==> config.mk <==
export PLATFORM = sky130hd
export DESIGN_NAME = sync_header_frame_receiver
export DESIGN_NICKNAME = d
export VERILOG_FILES = /design/src/hdl/shfr_pkg.sv /design/src/hdl/sync_header_frame_receiver.sv
export SDC_FILE = /design/constraint.sdc
export NUM_CORES = 1
export LEC_CHECK = 0
export BUFFER_PORTS_ARGS = -buffer_cell sky130_fd_sc_hd__buf_2
export CORE_MARGIN = 8
export CORE_UTILIZATION = 30
export CTS_CLUSTER_SIZE = 40
export DETAILED_ROUTE_END_ITERATION = 12
export PLACE_DENSITY = 0.53
export SLEW_MARGIN = 15
export SYNTH_ARGS = -nofsm -noshare
export SYNTH_HDL_FRONTEND = slang
export SYNTH_SLANG_ARGS = --single-unit
==> constraint.sdc <==
create_clock -name i_clk -period 7.25 [get_ports i_clk]
set_input_delay 1.45 -clock i_clk [delete_from_list [all_inputs] [get_ports i_clk]]
set_output_delay 1.45 -clock i_clk [all_outputs]
set_load 0.05 [all_outputs]
==> src/hdl/shfr_pkg.sv <==
// Package for the sync-header frame receiver.
// Holds the header byte constants and the input and result transaction types.
// No dependencies.
`default_nettype none

package shfr_pkg;

    localparam logic [7:0] HDR_FIRST  = 8'h55;
    localparam logic [7:0] HDR_SECOND = 8'h53;
    localparam logic [7:0] HDR_THIRD  = 8'h41;

    typedef struct packed {
        logic [7:0]  rx_byte;
        logic [31:0] now_ms;
    } t_rx_item;

    typedef struct packed {
        logic        frame_done;
        logic        checksum_ok;
        logic [7:0]  left_speed;
        logic [7:0]  right_speed;
        logic [7:0]  left_trigger;
        logic [7:0]  right_trigger;
        logic [31:0] last_good_time;
    } t_result;

endpackage

`default_nettype wire

==> src/hdl/sync_header_frame_receiver.sv <==
// Sync-header frame receiver: header hunt, four payload bytes, additive checksum.
// Each result is registered in the output register, or in the skid register while
// the output is stalled. Throughput: one byte per cycle while the skid register is
// empty; the two-entry output stage keeps input acceptance while one result waits.
// Reset (synchronous, active low) returns to the header hunt and clears the payload,
// the running sum, the good-frame time and both output entries. Depends on shfr_pkg.
`default_nettype none

module sync_header_frame_receiver (
    input  wire logic              i_clk,
    input  wire logic              i_rst_n,
    input  wire logic              i_in_valid,
    output logic                   o_in_stall,
    input  wire shfr_pkg::t_rx_item i_in_data,
    output logic                   o_out_valid,
    input  wire logic              i_out_stall,
    output shfr_pkg::t_result      o_out_data
);

    typedef enum logic [2:0] {
        PH_HUNT   = 3'd0,
        PH_SECOND = 3'd1,
        PH_THIRD  = 3'd2,
        PH_DATA0  = 3'd3,
        PH_DATA1  = 3'd4,
        PH_DATA2  = 3'd5,
        PH_DATA3  = 3'd6,
        PH_CHECK  = 3'd7
    } t_phase;

    t_phase            r_phase, n_phase;
    logic [3:0][7:0]   r_payload, n_payload;
    logic [7:0]        r_sum, n_sum;
    logic [31:0]       r_good_time, n_good_time;
    logic              n_done, n_ok;

    logic              r_out_valid;
    shfr_pkg::t_result r_out;
    logic              r_skid_valid;
    shfr_pkg::t_result r_skid;
    shfr_pkg::t_result n_result;

    logic              in_accept;
    logic              out_free;
    logic [1:0]        data_idx;

    assign o_in_stall  = r_skid_valid;
    assign in_accept   = i_in_valid && !r_skid_valid;
    assign out_free    = !r_out_valid || !i_out_stall;
    assign o_out_valid = r_out_valid;
    assign o_out_data  = r_out;

    assign data_idx = 2'(r_phase - PH_DATA0);

    always_comb begin
        n_phase     = r_phase;
        n_payload   = r_payload;
        n_sum       = r_sum;
        n_good_time = r_good_time;
        n_done      = 1'b0;
        n_ok        = 1'b0;
        case (r_phase)
            PH_HUNT: begin
                n_phase = (i_in_data.rx_byte == shfr_pkg::HDR_FIRST) ? PH_SECOND : PH_HUNT;
            end
            PH_SECOND: begin
                n_phase = (i_in_data.rx_byte == shfr_pkg::HDR_SECOND) ? PH_THIRD : PH_HUNT;
            end
            PH_THIRD: begin
                if (i_in_data.rx_byte == shfr_pkg::HDR_THIRD) begin
                    n_phase = PH_DATA0;
                    n_sum   = 8'h00;
                end else begin
                    n_phase = PH_HUNT;
                end
            end
            PH_CHECK: begin
                n_done = 1'b1;
                if (i_in_data.rx_byte == r_sum) begin
                    n_ok        = 1'b1;
                    n_good_time = i_in_data.now_ms;
                end
                n_phase = PH_HUNT;
            end
            PH_DATA0, PH_DATA1, PH_DATA2, PH_DATA3: begin
                n_payload[data_idx] = i_in_data.rx_byte;
                n_sum               = r_sum + i_in_data.rx_byte;
                n_phase             = t_phase'(r_phase + 3'd1);
            end
            default: begin
                n_phase = PH_HUNT;
            end
        endcase

        n_result.frame_done     = n_done;
        n_result.checksum_ok    = n_ok;
        n_result.left_speed     = n_payload[0];
        n_result.right_speed    = n_payload[1];
        n_result.left_trigger   = n_payload[2];
        n_result.right_trigger  = n_payload[3];
        n_result.last_good_time = n_good_time;
    end

    always_ff @(posedge i_clk) begin
        if (!i_rst_n) begin
            r_phase      <= PH_HUNT;
            r_payload    <= '0;
            r_sum        <= 8'h00;
            r_good_time  <= 32'h0;
            r_out_valid  <= 1'b0;
            r_skid_valid <= 1'b0;
        end else begin
            if (in_accept) begin
                r_phase     <= n_phase;
                r_payload   <= n_payload;
                r_sum       <= n_sum;
                r_good_time <= n_good_time;
            end
            // The skid entry holds a result older than any new input, so it drains first.
            if (out_free) begin
                if (r_skid_valid) begin
                    r_out_valid  <= 1'b1;
                    r_skid_valid <= 1'b0;
                end else begin
                    r_out_valid <= in_accept;
                end
            end else if (in_accept) begin
                r_skid_valid <= 1'b1;
            end
        end
    end

    always_ff @(posedge i_clk) begin
        if (out_free) begin
            if (r_skid_valid) begin
                r_out <= r_skid;
            end else if (in_accept) begin
                r_out <= n_result;
            end
        end else if (in_accept) begin
            r_skid <= n_result;
        end
    end

endmodule

`default_nettype wire

=== Word-level counts from Yosys, hierarchy flattened ===
Cells that the tools add are included.

* Bits in registers: 209
* Input port bits: 44
* Word-level logic and storage cells: 74

* Add/sub/neg operators: 3
* $lt $le $gt $ge: 2
* Equal/unequal tests: 12
* Muxes and demuxes: 18
* Bitwise gates (word level): 2
* Reduce and logical (&&, ||, !) cells: 14

{| class="wikitable"
|+ Operators with widths
! cell !! number
|-
| $mux W66 || 2
|-
| $mux W32 || 3
|-
| $bwmux W32 || 1
|-
| $eq A8 B7 Y1 const B || 3
|-
| $demux W8 S2 || 1
|-
| $mux W8 || 2
|-
| $pmux W8 S2 || 1
|-
| $pmux W3 S5 || 1
|-
| $eq A3 B3 Y1 const B || 4
|-
| $add A8 B8 Y8 || 1
|-
| $eq A8 B8 Y1 || 1
|-
| $eq A3 B2 Y1 const B || 2
|-
| $mux W1 || 5
|-
| $mux W2 || 2
|-
| $reduce_and A2 Y1 || 2
|-
| $reduce_bool A2 Y1 || 2
|-
| $reduce_or A4 Y1 || 1
|-
| $add A3 B1 Y3 const B || 1
|-
| $eq A3 B1 Y1 const B || 1
|-
| $logic_not A1 Y1 || 3
|-
| $logic_not A3 Y1 || 1
|-
| $lt A2 B3 Y1 const B || 1
|-
| $reduce_and A3 Y1 || 1
|-
| $ge A2 B1 Y1 const B || 1
|-
| 6 further kinds || 8
|}

=== Logic depth before layout (Yosys ltp) ===
Gate-level depths: netlist of run 1.

* Word-level depth: 9
* Gate-level depth with buffers: 9
* Gate-level depth less buffers: 8

=== Worst setup path before layout of run 1 ===
No wires, ideal clock.

* Kind: register to register
* Start: register r_skid_valid (netlist: o_in_stall)
* End: register r_out, in the netlist o_out_data[0], enable pin
* Library setup time: 512 ps
* Arrival time: 4,924 ps
* Required time: 6,738 ps
* Path slack: 1,815 ps
* Cell stages (with the launch flop): 6
* Buffers on the path: 3
* Period minus slack after synthesis: 5,435 ps
* Cells stage by stage: dfxtp_1 > clkbuf_1 > buf_1 > clkbuf_1 > nor2_1 > a21oi_1

* Longest elaborated chain between the ends: 4

{| class="wikitable"
|+ RTL lines
! item !! RTL line !! source
|-
| start: declaration || sync_header_frame_receiver.sv:39 || <nowiki>logic r_skid_valid;</nowiki>
|-
| start signal: assignment || sync_header_frame_receiver.sv:111 || <nowiki>r_skid_valid <= 1'b0;</nowiki>
|-
| start signal: assignment || sync_header_frame_receiver.sv:123 || <nowiki>r_skid_valid <= 1'b0;</nowiki>
|-
| start signal: assignment || sync_header_frame_receiver.sv:128 || <nowiki>r_skid_valid <= 1'b1;</nowiki>
|-
| $logic_not A1 Y1 || sync_header_frame_receiver.sv:48 || <nowiki>assign in_accept = i_in_valid && !r_skid_valid;</nowiki>
|-
| $logic_and A1 B1 Y1 || sync_header_frame_receiver.sv:48 ||
|-
| $reduce_bool A2 Y1 (no source line) (*) || -- ||
|-
| $reduce_and A2 Y1 (no source line) (*) || -- ||
|-
| end signal: assignment || sync_header_frame_receiver.sv:136 || <nowiki>r_out <= r_skid;</nowiki>
|-
| end signal: assignment || sync_header_frame_receiver.sv:138 || <nowiki>r_out <= n_result;</nowiki>
|-
| end: declaration || sync_header_frame_receiver.sv:38 || <nowiki>shfr_pkg::t_result r_out;</nowiki>
|}

Every way passes the cells marked *; elsewhere a longest branch is shown, timed or not.
A chain may end at the register's enable or synchronous reset.

=== Worst setup path in the final report of run 1 ===
* Start: input port i_in_data[34] (netlist name)
* End: register r_out, in the netlist o_out_data[5], data pin

* Longest elaborated chain between the ends: 5

{| class="wikitable"
|+ RTL lines
! item !! RTL line !! source
|-
| start: declaration || sync_header_frame_receiver.sv:14 || <nowiki>input wire shfr_pkg::t_rx_item i_in_data,</nowiki>
|-
| $eq A8 B8 Y1 || sync_header_frame_receiver.sv:79 || <nowiki>if (i_in_data.rx_byte == r_sum) begin</nowiki>
|-
| $mux W32 || sync_header_frame_receiver.sv:79 ||
|-
| $mux W32 || sync_header_frame_receiver.sv:62 || <nowiki>case (r_phase)</nowiki>
|-
| named net n_good_time[5] || sync_header_frame_receiver.sv:34 || <nowiki>logic [31:0] r_good_time, n_good_time;</nowiki>
|-
| $mux W66 || sync_header_frame_receiver.sv:137 || <nowiki>end else if (in_accept) begin</nowiki>
|-
| $mux W66 || sync_header_frame_receiver.sv:135 || <nowiki>if (r_skid_valid) begin</nowiki>
|}

The timed path passes the listed nets, and every way through them passes these cells. The select of a mux whose other input is x is not followed.

==> results of run 1 <==
## sequential cells by signal, indices dropped and copies added, names as in the netlist
register,cells
o_out_data,66
r_skid,66
r_good_time,32
r_payload,32
r_sum,8
r_phase,3
o_in_stall,1
o_out_valid,1
## worst min path at each step
stage / endpoint / slack, ps
final: r_good_time[6] / 450
after global routing: r_good_time[20] / 470
after CTS: r_good_time[0] / 450
after detailed placement: r_good_time[0] / 440
after global placement: r_good_time[14] / 440
after floorplan: r_good_time[0] / 430
## cell usage after synthesis
cell / number
nor4b_2: 1
and2_4: 4
nor4_1: 1
nand3_1: 6
o221ai_1: 1
mux2_2: 96
mux2_4: 32
o21ai_1: 1
a31oi_1: 1
a211o_1: 1
buf_2: 13
o211ai_1: 2
o21a_1: 1
nor2_1: 43
xnor2_1: 1
o41ai_1: 1
ha_1: 16
nor4b_1: 3
buf_6: 4
a21oi_1: 45
inv_1: 10
nand3_2: 1
o21a_2: 1
buf_1: 1
o21ai_0: 11
or3_1: 1
clkbuf_1: 26
a21o_1: 2
dfxtp_1: 77
and3_1: 6
nand4_1: 5
a211oi_1: 4
nor2b_1: 4
fa_1: 1
o311ai_0: 1
o31ai_1: 1
o2111ai_1: 1
nor3_1: 2
or4_1: 2
nand2_1: 78
a311oi_1: 1
or4b_1: 1
nand2b_1: 3
mux2i_1: 33
edfxtp_1: 132
## final cells by class
class	instances	area, um2	share of cell area
clock buffer	34	637	0.0598
multi-input combinational	415	3300	0.310
inverter	10	37.5	0.00352
timing repair buffer	116	593	0.0557
clock inverter	7	91.3	0.00857
sequential	209	5510	0.517
tap	390	488	0.0458
## cell usage in the layout (no fill, tap or decap), types with 2 or more instances in the layout
master,instances
o211ai_1,2
nand2b_1,3
clkbuf_8,2
a211oi_1,4
nand3_1,6
nor2b_1,4
nand2_1,78
nor4b_1,3
a21oi_1,44
bufinv_16,2
clkbuf_16,23
edfxtp_1,132
clkinv_4,2
dfxtp_1,76
buf_2,111
or4_1,2
mux2_2,96
a21o_1,2
clkbuf_1,9
mux2i_1,33
nor2_1,41
inv_1,9
and2_4,4
nor3_1,2
mux2_4,32
buf_4,5
clkinv_2,2
and3_1,6
nand4_1,5
ha_1,16
o21ai_0,11
## critical path: stages
cell and delay (ps):
buf_2 270, ha_1 370, nor4_1 450, nand3_2 890, mux2_2 620, mux2_2 270
## through the flow
step | hold WS, ps | instances | instance area [um2] | power [uW]
after CTS | 454 | 1181 | 10700 | 2650
after global placement | 441 | 1140 | 9930 | 1490
after detailed placement | 444 | 1140 | 9930 | 1490
after floorplan | 433 | 678 | 9030 | 1430
final | 451 | 1181 | 10700 | 2600
after global routing | 472 | 1181 | 10700 | 2700
## layer usage
layer | vias up | GRT usage | part of all wire
met5 | - | 0 | 0
met4 | 0 | 0.0295 | 0.017
met3 | 28 | 0.0190 | 0.039
met2 | 102 | 0.186 | 0.47
met1 | 2679 | 0.151 | 0.47
li1 | 2659 | - | -
## power groups by stage
stage	Combinational [uW]	Sequential [uW]	Clock, uW
6_report	167	1300	1140
3_3_place_gp	169	1320	0
4_1_cts	171	1300	1180
5_1_grt	177	1300	1220
3_5_place_dp	170	1320	0
2_1_floorplan	41.5	1390	0
## cell families after synthesis
logic type | count (synthesis)
mux | 161
fa+ha+maj | 17
compound gates | 75
simple gates | 161
buf+inv | 54
flops | 209
xor+xnor | 1
==> results.sh, run 1 <==
export IMPL_run_status="completed"
export IMPL_grt_overflow=0
export IMPL_syn_area_per_cell_um2=13.3
export IMPL_cts_tree="yes"
export IMPL_drt_iter0_drc=304
export IMPL_place_gp_congestion=0.780
export IMPL_synth_adder_area_share=0.0244
export IMPL_switchingPower_uw=602
export IMPL_grt_antenna_before_repair=0
export IMPL_dieHeight_um=190
export IMPL_area_growth_pct=18.0
export IMPL_crit_path_end="o_out_data[5]"
export IMPL_utilization=0.360
export IMPL_internal_power_uw=2000
export IMPL_synth_simple_gate_area_frac=0.0809
export IMPL_tns_ps=0
export IMPL_pwr_share_seq=0.499
export IMPL_synthMuxAreaShare=0.209
export IMPL_p_comb_frac=0.064
export IMPL_clock_skew_ps=11.0
export IMPL_maxSlewViolCount=0
export IMPL_cp_end_kind="flop"
export IMPL_synth_compound_area_frac=0.0474
export IMPL_fin_crit_ps=4120
export IMPL_worst_r2r_endpoint="o_out_data[5]"
export IMPL_grt_max_degree=74
export IMPL_holdPathStages=2
export IMPL_ys_seq_elements=209
export IMPL_numCtsBuffers=23
export IMPL_cts_root_buf="clkbuf_16"
export IMPL_dieWidth_um=190
export IMPL_clock_fmax_ghz=0.243
export IMPL_vias=5468
export IMPL_clock_sinks=209
export IMPL_grt_pass1_wl_um=32800
export IMPL_setup_violations=0
export IMPL_rsz0062_at_grt="no"
export IMPL_worst_pin_slew_ps=1080
export IMPL_cts_resized=0
export IMPL_start_util=0.305
export IMPL_ys_warn_count=0
export IMPL_io_pins=112
export IMPL_synth_top_area_share=0.439
export IMPL_worst_slack_ps=3130
export IMPL_synth_area_leaders="edfxtp_1, dfxtp_1, mux2_2"
export IMPL_r2r_start="r_phase[0]"
export IMPL_cts_path_max_buffers=3
export IMPL_synth_largest_area_cell="edfxtp_1"
export IMPL_synth_top_family_by_area="multiplexers"
export IMPL_post_cts_buffers=0
export IMPL_post_place_ws_ps=2590
export IMPL_peakVddDrop_uv=117
export IMPL_via_per_inst=4.63
export IMPL_maxCapViolations=0
export IMPL_dieArea_mm2=0.0359
export IMPL_syn_instance_count=678
export IMPL_hpwlAfterDp_um=12900
export IMPL_slew_headroom=0.281
export IMPL_syn_num_nets=739
export IMPL_period_share=0.568
export IMPL_required_ps=7500
export IMPL_synth_seq_area_share=0.609
export IMPL_worst_hold_path_type="flop to flop"
export IMPL_min_from="r_good_time[6]"
export IMPL_p_sw_frac=0.231
export IMPL_row_count=63
export IMPL_drcViolationCount=0
export IMPL_holdBufCountCts=0
export IMPL_drive_gt1_frac=0.363
export IMPL_synth_area_mm2=0.00903
export IMPL_leakage_uw=0.00406
export IMPL_h_tree_depth=1
export IMPL_drtPass1Iterations=6
export IMPL_clkPwrFrac=0.437
export IMPL_powerDensity_mw_per_mm2=244
export IMPL_grt_pass1_vias=5686
export IMPL_r2r_slack_ps=3890
export IMPL_path_class="input pin to flop"
export IMPL_n_fill_cell=2965
export IMPL_drt_antenna_violating_nets=0
export IMPL_route_detailed_wl_per_inst_um=17.5
export IMPL_core_mm2=0.0296
export IMPL_synth_xor_area_frac=0.000970
export IMPL_drt_wl_total_um=20700
export IMPL_start_kind="input pin"
export IMPL_cp_arrival_ps=4370
export IMPL_yosysUniqueCellTypes=45
export IMPL_clk_latency_ps=500
export IMPL_diodes=0
export IMPL_clk_pin_slew_worst_paths_ps=60
export IMPL_rr_worst_depth=6
export IMPL_finalNetCount=836
export IMPL_port_buffers=111
export IMPL_hold_viol=0
export IMPL_track_usage=0.113
export IMPL_crit_fanout=35
export IMPL_cp_startpoint="i_in_data[34]"
(Power assumes the default switching activity.)
==> run 2, diff against run 1 <==
ABC_AREA = 1   (was not set)
clock period = 4.1 ns   (was 7.25 ns; I/O delays follow)
==> run 2 against run 1 <==
- critical path type is now flop to flop
- wire length rose by 9.3%
- first-iteration DRC count rose by 31%
- setup slack got worse by 1600 ps
- critical path depth rose by 1
- clock skew rose by 1.9 ps
==> results.sh, run 2 <==
export IMPL_syn_area_per_cell_um2=8.93
export IMPL_synth_top_area_share=0.423
export IMPL_synth_area_leaders="edfxtp_1, dfxtp_1, nand2_1"
export IMPL_final_cell_mix="nand2_1, inv_1, edfxtp_1"
export IMPL_grt_pass1_wl_um=36100
export IMPL_start_util=0.305
export IMPL_synth_edf_count=132
export IMPL_setup_violations=0
export IMPL_drive_gt1_frac=0.181
export IMPL_via_per_inst=4.33
export IMPL_row_count=64
export IMPL_start_kind="flop"
export IMPL_hold_viol=0
export IMPL_grt_pass1_vias=6687
export IMPL_leakage_uw=0.00531
export IMPL_cp_arrival_ps=2780
export IMPL_rsz0062_at_grt="no"
export IMPL_synth_commonest_cells="nand2_1, inv_1, edfxtp_1"
export IMPL_worst_hold_path_type="flop to flop"
export IMPL_grt_overflow=0
export IMPL_powerDensity_mw_per_mm2=462
export IMPL_ys_seq_elements=209
export IMPL_track_usage=0.122
export IMPL_synth_area_mm2=0.00936
export IMPL_slew_headroom=0.367
export IMPL_postSynth_asyncResetShare=0
export IMPL_holdBufCountCts=0
export IMPL_grt_max_degree=79
export IMPL_run_status="completed"
export IMPL_synth_flop_cell="edfxtp_1"
export IMPL_drt_iter0_drc=399
export IMPL_peakVddDrop_uv=272
export IMPL_hpwlAfterDp_um=14100
export IMPL_numCtsBuffers=24
export IMPL_cts_path_max_buffers=3
export IMPL_cts_resized=0
export IMPL_syn_num_nets=1109
export IMPL_maxCapViolations=0
export IMPL_path_class="flop to flop"
export IMPL_h_tree_depth=1
export IMPL_clock_skew_ps=12.8
export IMPL_drt_antenna_violating_nets=0
export IMPL_syn_instance_count=1048
export IMPL_period_share=0.625
export IMPL_clock_sinks=209
export IMPL_area_growth_pct=17.6
export IMPL_port_buffers=111
export IMPL_worst_pin_slew_ps=950
export IMPL_crit_fanout=66
export IMPL_utilization=0.359
export IMPL_drcViolationCount=0
export IMPL_ys_warn_count=0
export IMPL_cts_root_buf="clkbuf_16"
export IMPL_maxSlewViolCount=0
export IMPL_core_mm2=0.0307
export IMPL_dieWidth_um=193
export IMPL_clock_fmax_ghz=0.390
export IMPL_synth_largest_area_cell="edfxtp_1"
export IMPL_place_gp_congestion=0.795
export IMPL_route_detailed_wl_per_inst_um=14.5
export IMPL_post_cts_buffers=0
export IMPL_final_common_cell="nand2_1"
export IMPL_whs_ps=472
export IMPL_cts_tree="yes"
export IMPL_required_ps=4320
export IMPL_synth_most_common_cell="nand2_1"
export IMPL_finalNetCount=1204
export IMPL_n_fill_cell=3182
export IMPL_clk_latency_ps=510
export IMPL_grt_antenna_before_repair=1
export IMPL_yosysUniqueCellTypes=30
export IMPL_dieHeight_um=193
export IMPL_clk_pin_slew_worst_paths_ps=60
export IMPL_dieArea_mm2=0.0371
export IMPL_vias=6745
export IMPL_dp_cells=1513
export IMPL_io_pins=112
export IMPL_synth_seq_area_share=0.588
export IMPL_fin_crit_ps=2560
export IMPL_drt_wl_total_um=22600
export IMPL_final_cells=1558
export IMPL_cp_end_kind="flop"
export IMPL_drtPass1Iterations=5
export IMPL_tns_ps=0
==> run 2: cell count changes in the layout (fill, tap and decap cells not counted), sizes merged, moves of 4 or more <==
cell	delta
nor2	+46
nand2	+236
mux2	-128
mux2i	-33
clkbuf	+4
nor2b	-4
o21ai	+122
inv	+154
a211oi	-4
and3	-6
and2	-4
nor4b	-4
==> run 2: cell families after synthesis <==
logic type      after synthesis  synth area share
simple gates                424             0.179
compound gates              181             0.114
buf+inv                     214            0.0925
fa+ha+maj                    17            0.0235
xor+xnor                      3           0.00281
flops                       209             0.588
==> run 2: final cells by class <==
class | count | area [um2] | area share
Sequential cell | 209 | 5510 | 0.501
Multi-Input combinational cell | 625 | 3020 | 0.274
Clock buffer | 38 | 694 | 0.0631
Timing Repair Buffer | 118 | 633 | 0.0575
Inverter | 165 | 621 | 0.0564
Tap cell | 396 | 495 | 0.0450
Clock inverter | 6 | 33.8 | 0.00307
Antenna cell | 1 | 2.50 | 0.000227
==> run 2: metal layers <==
layer  global-route usage  routed length [um]  part of all wire  vias up
li1                     -                   -                 -     3519
met1                0.161               10700              0.47     3093
met2                0.203               10500              0.47      109
met3               0.0179                 989             0.044       24
met4               0.0353                 402             0.018        0
met5                    0                   0                 0        -
==> run 2: critical path, stage by stage, from the launching register on <==
cell and delay (ps):
dfxtp_1 460, ha_1 220, ha_1 220, nand4_1 120
nor2_1 190, nand2_4 480, o21ai_2 380, o21ai_0 120
==> run 2: where the power goes <==
group | switching [uW] | internal [uW] | leakage, uW | total [uW]
Combinational | 507 | 165 | 0.00304 | 672
Sequential | 42.7 | 2380 | 0.00192 | 2420
Clock | 825 | 1160 | 0.000349 | 1980
Total | 1370 | 3710 | 0.00531 | 5080
==> run 2: worst paths after layout <==
kind | from | to | slack, ps | cells past startpoint
min | r_sum[2] | r_sum[2] | 470 | 2
max | r_phase[0] | o_out_data[3] | 1540 | 7
max reg2reg | r_phase[0] | o_out_data[3] | 1540 | 7
min reg2reg | r_sum[2] | r_sum[2] | 470 | 2
==> run 2: per-stage QoR <==
| step | setup WS (ps) | instance area, um2 | total power [uW] |
|---|---|---|---|
| 4_1_cts | 1540 | 11000 | 5160 |
| 2_1_floorplan | 488 | 9370 | 2960 |
| 3_5_place_dp | 1090 | 10300 | 3150 |
| 5_1_grt | 1340 | 11000 | 5320 |
| 6_report | 1540 | 11000 | 5080 |
| 3_3_place_gp | 1140 | 10300 | 3140 |
==> run 3, diff against run 2 <==
PLACE_DENSITY = 0.54   (was 0.53)
clock period = 2.1 ns   (was 4.1 ns; I/O delays follow)
==> run 3 against run 2 <==
- cell count is 1.8% higher
- global-route usage is 0.087 points higher
- sequential power up 95%
- clock-buffer cell count is 9 lower
- clock skew decreased by 1.2 ps
- final area is 2.9% higher
- fmax increased by 34%
- combinational power rose by 100%
- wire length is 0.41% lower
- critical endpoint is now o_out_data[12]
- largest power group unchanged
==> results.sh, run 3 (same netlist as run 2, synthesis figures left out) <==
export IMPL_powerDensity_mw_per_mm2=878
export IMPL_cts_tree="yes"
export IMPL_grt_overflow=0
export IMPL_finalNetCount=1236
export IMPL_dp_cells=1546
export IMPL_drtPass1Iterations=4
export IMPL_r2r_start="r_phase[0]"
export IMPL_p_total_uw=9950
export IMPL_maxSlewViolCount=0
export IMPL_worst_hold_path_endpoint="r_skid[0]"
export IMPL_clock_sinks=209
export IMPL_cp_arrival_ps=2160
export IMPL_leakage_uw=0.00550
export IMPL_post_cts_buffers=0
export IMPL_grt_max_degree=65
export IMPL_holdBufCountCts=0
export IMPL_clk_pin_slew_worst_paths_ps=60
export IMPL_dieWidth_um=193
export IMPL_worst_hold_path_type="input pin to flop"
export IMPL_route_detailed_wl_per_inst_um=14.2
export IMPL_met1_usage=0.159
export IMPL_place_gp_congestion=0.858
export IMPL_grt_pass1_wl_um=36700
export IMPL_cts_path_max_buffers=3
export IMPL_slew_headroom=0.708
export IMPL_fin_area_mm2=0.0113
export IMPL_row_count=64
export IMPL_drive_gt1_frac=0.208
export IMPL_start_util=0.305
export IMPL_fin_crit_ps=1920
export IMPL_core_mm2=0.0307
export IMPL_via_per_inst=4.36
export IMPL_run_status="completed"
export IMPL_pwr_share_seq=0.476
export IMPL_tns_ps=0
export IMPL_grt_use_met2=0.209
export IMPL_clock_skew_ps=11.6
export IMPL_final_common_cell="nand2_1"
export IMPL_drcViolationCount=0
export IMPL_min_from="i_in_data[0]"
export IMPL_hold_viol=0
export IMPL_clock_fmax_ghz=0.521
export IMPL_rsz0062_at_grt="no"
export IMPL_setup_violations=0
export IMPL_drt_iter0_drc=437
export IMPL_drt_antenna_violating_nets=0
export IMPL_final_cell_mix="nand2_1, inv_1, edfxtp_1"
export IMPL_dieHeight_um=193
export IMPL_internal_power_uw=7270
export IMPL_maxCapViolations=0
export IMPL_period_share=0.914
export IMPL_r2r_slack_ps=180
export IMPL_hpwlAfterDp_um=14900
export IMPL_placed_area_mm2=0.0106
export IMPL_holdPathStages=3
export IMPL_vias=6918
export IMPL_crit_fanout=32
export IMPL_start_kind="flop"
export IMPL_switchingPower_uw=2680
export IMPL_p_comb_frac=0.138
export IMPL_grt_pass1_vias=6939
export IMPL_diodes=0
export IMPL_met3_usage=0.0195
export IMPL_rr_worst_depth=8
export IMPL_area_growth_pct=21.0
export IMPL_grt_busiest_layer="met2"
export IMPL_numCtsBuffers=23
export IMPL_grt_antenna_before_repair=0
export IMPL_cts_root_buf="clkbuf_16"
export IMPL_clkPwrFrac=0.387
export IMPL_drt_wl_total_um=22500
export IMPL_io_pins=112
export IMPL_clk_latency_ps=500
export IMPL_cp_end_kind="flop"
export IMPL_track_usage=0.123
export IMPL_path_class="flop to flop"
export IMPL_dieArea_mm2=0.0371
export IMPL_p_sw_frac=0.269
export IMPL_h_tree_depth=1
export IMPL_worst_pin_slew_ps=437
export IMPL_peakVddDrop_uv=436
export IMPL_port_buffers=111
export IMPL_required_ps=2340
export IMPL_worst_r2r_endpoint="o_out_data[12]"
export IMPL_final_cells=1586
[run 3: cell count changes in the layout (fill, tap and decap cells not counted), moves of 2 or more]
| cell | previous run | this run |
|---|---|---|
| buf_4 | 5 | 32 |
| buf_12 | 2 | 8 |
| clkbuf_1 | 11 | 6 |
| clkinv_1 | 1 | 4 |
| dfxtp_1 | 76 | 73 |
| dfxtp_2 | 0 | 3 |
| bufinv_16 | 0 | 2 |
| clkbuf_16 | 25 | 23 |
| clkbuf_8 | 2 | 0 |
| nor2_1 | 87 | 85 |
[run 3: what timing repair did]
item	4_1_cts	5_1_grt
endpoints found under the setup margin	2	94
resized for setup	1	4
hold endpoints to repair	0	0
[run 3: layout make-up]
class	instances	area, um2
clock inverter	11	105
tap	396	495
timing repair buffer	151	956
sequential	209	5510
clock buffer	29	598
fill	3162	19300
multi-input combinational	625	3040
inverter	165	627
[run 3: metal layers]
layer | share of wire | routed length (um) | up-vias
met4 | 0.020 | 441 | 0
met3 | 0.052 | 1160 | 36
met5 | 0 | 0 | -
met2 | 0.47 | 10700 | 128
met1 | 0.46 | 10300 | 3168
li1 | - | - | 3586
[run 3: worst max path at each step]
stage | from | to | slack, ps
final | r_phase[0] | o_out_data[12] | 180
after global routing | r_phase[0] | o_out_data[12] | 7
after CTS | r_phase[0] | o_out_data[18] | 30
after detailed placement | i_in_data[33] | o_out_data[18] | -10
after global placement | i_in_data[33] | o_out_data[2] | 1
after floorplan | i_in_valid | r_skid[0] | -200
[run 3: worst max-delay path, stage by stage (launching register included)]
cell	delay [ps]
dfxtp_2	380
ha_1	190
ha_2	220
nand4_1	130
nor2_2	160
nand2_4	120
buf_12	200
o21ai_2	160
o21ai_0	90
[run 3: per-stage QoR]
step	hold slack (ps)	setup WS [ps]	utilization
6_report	216	181	0.369
5_1_grt	218	6.73	0.369
4_1_cts	196	33.8	0.369
3_5_place_dp	475	-12.3	0.346
3_3_place_gp	478	0.998	0.346
2_1_floorplan	449	-197	-
[run 3: power groups by stage]
stage / sequential (uW) / combinational [uW] / clock (uW)
6_report: 4730 / 1370 / 3850
3_5_place_dp: 4820 / 1390 / 0
5_1_grt: 4750 / 1530 / 4130
2_1_floorplan: 5200 / 584 / 0
3_3_place_gp: 4820 / 1380 / 0
4_1_cts: 4740 / 1400 / 3980
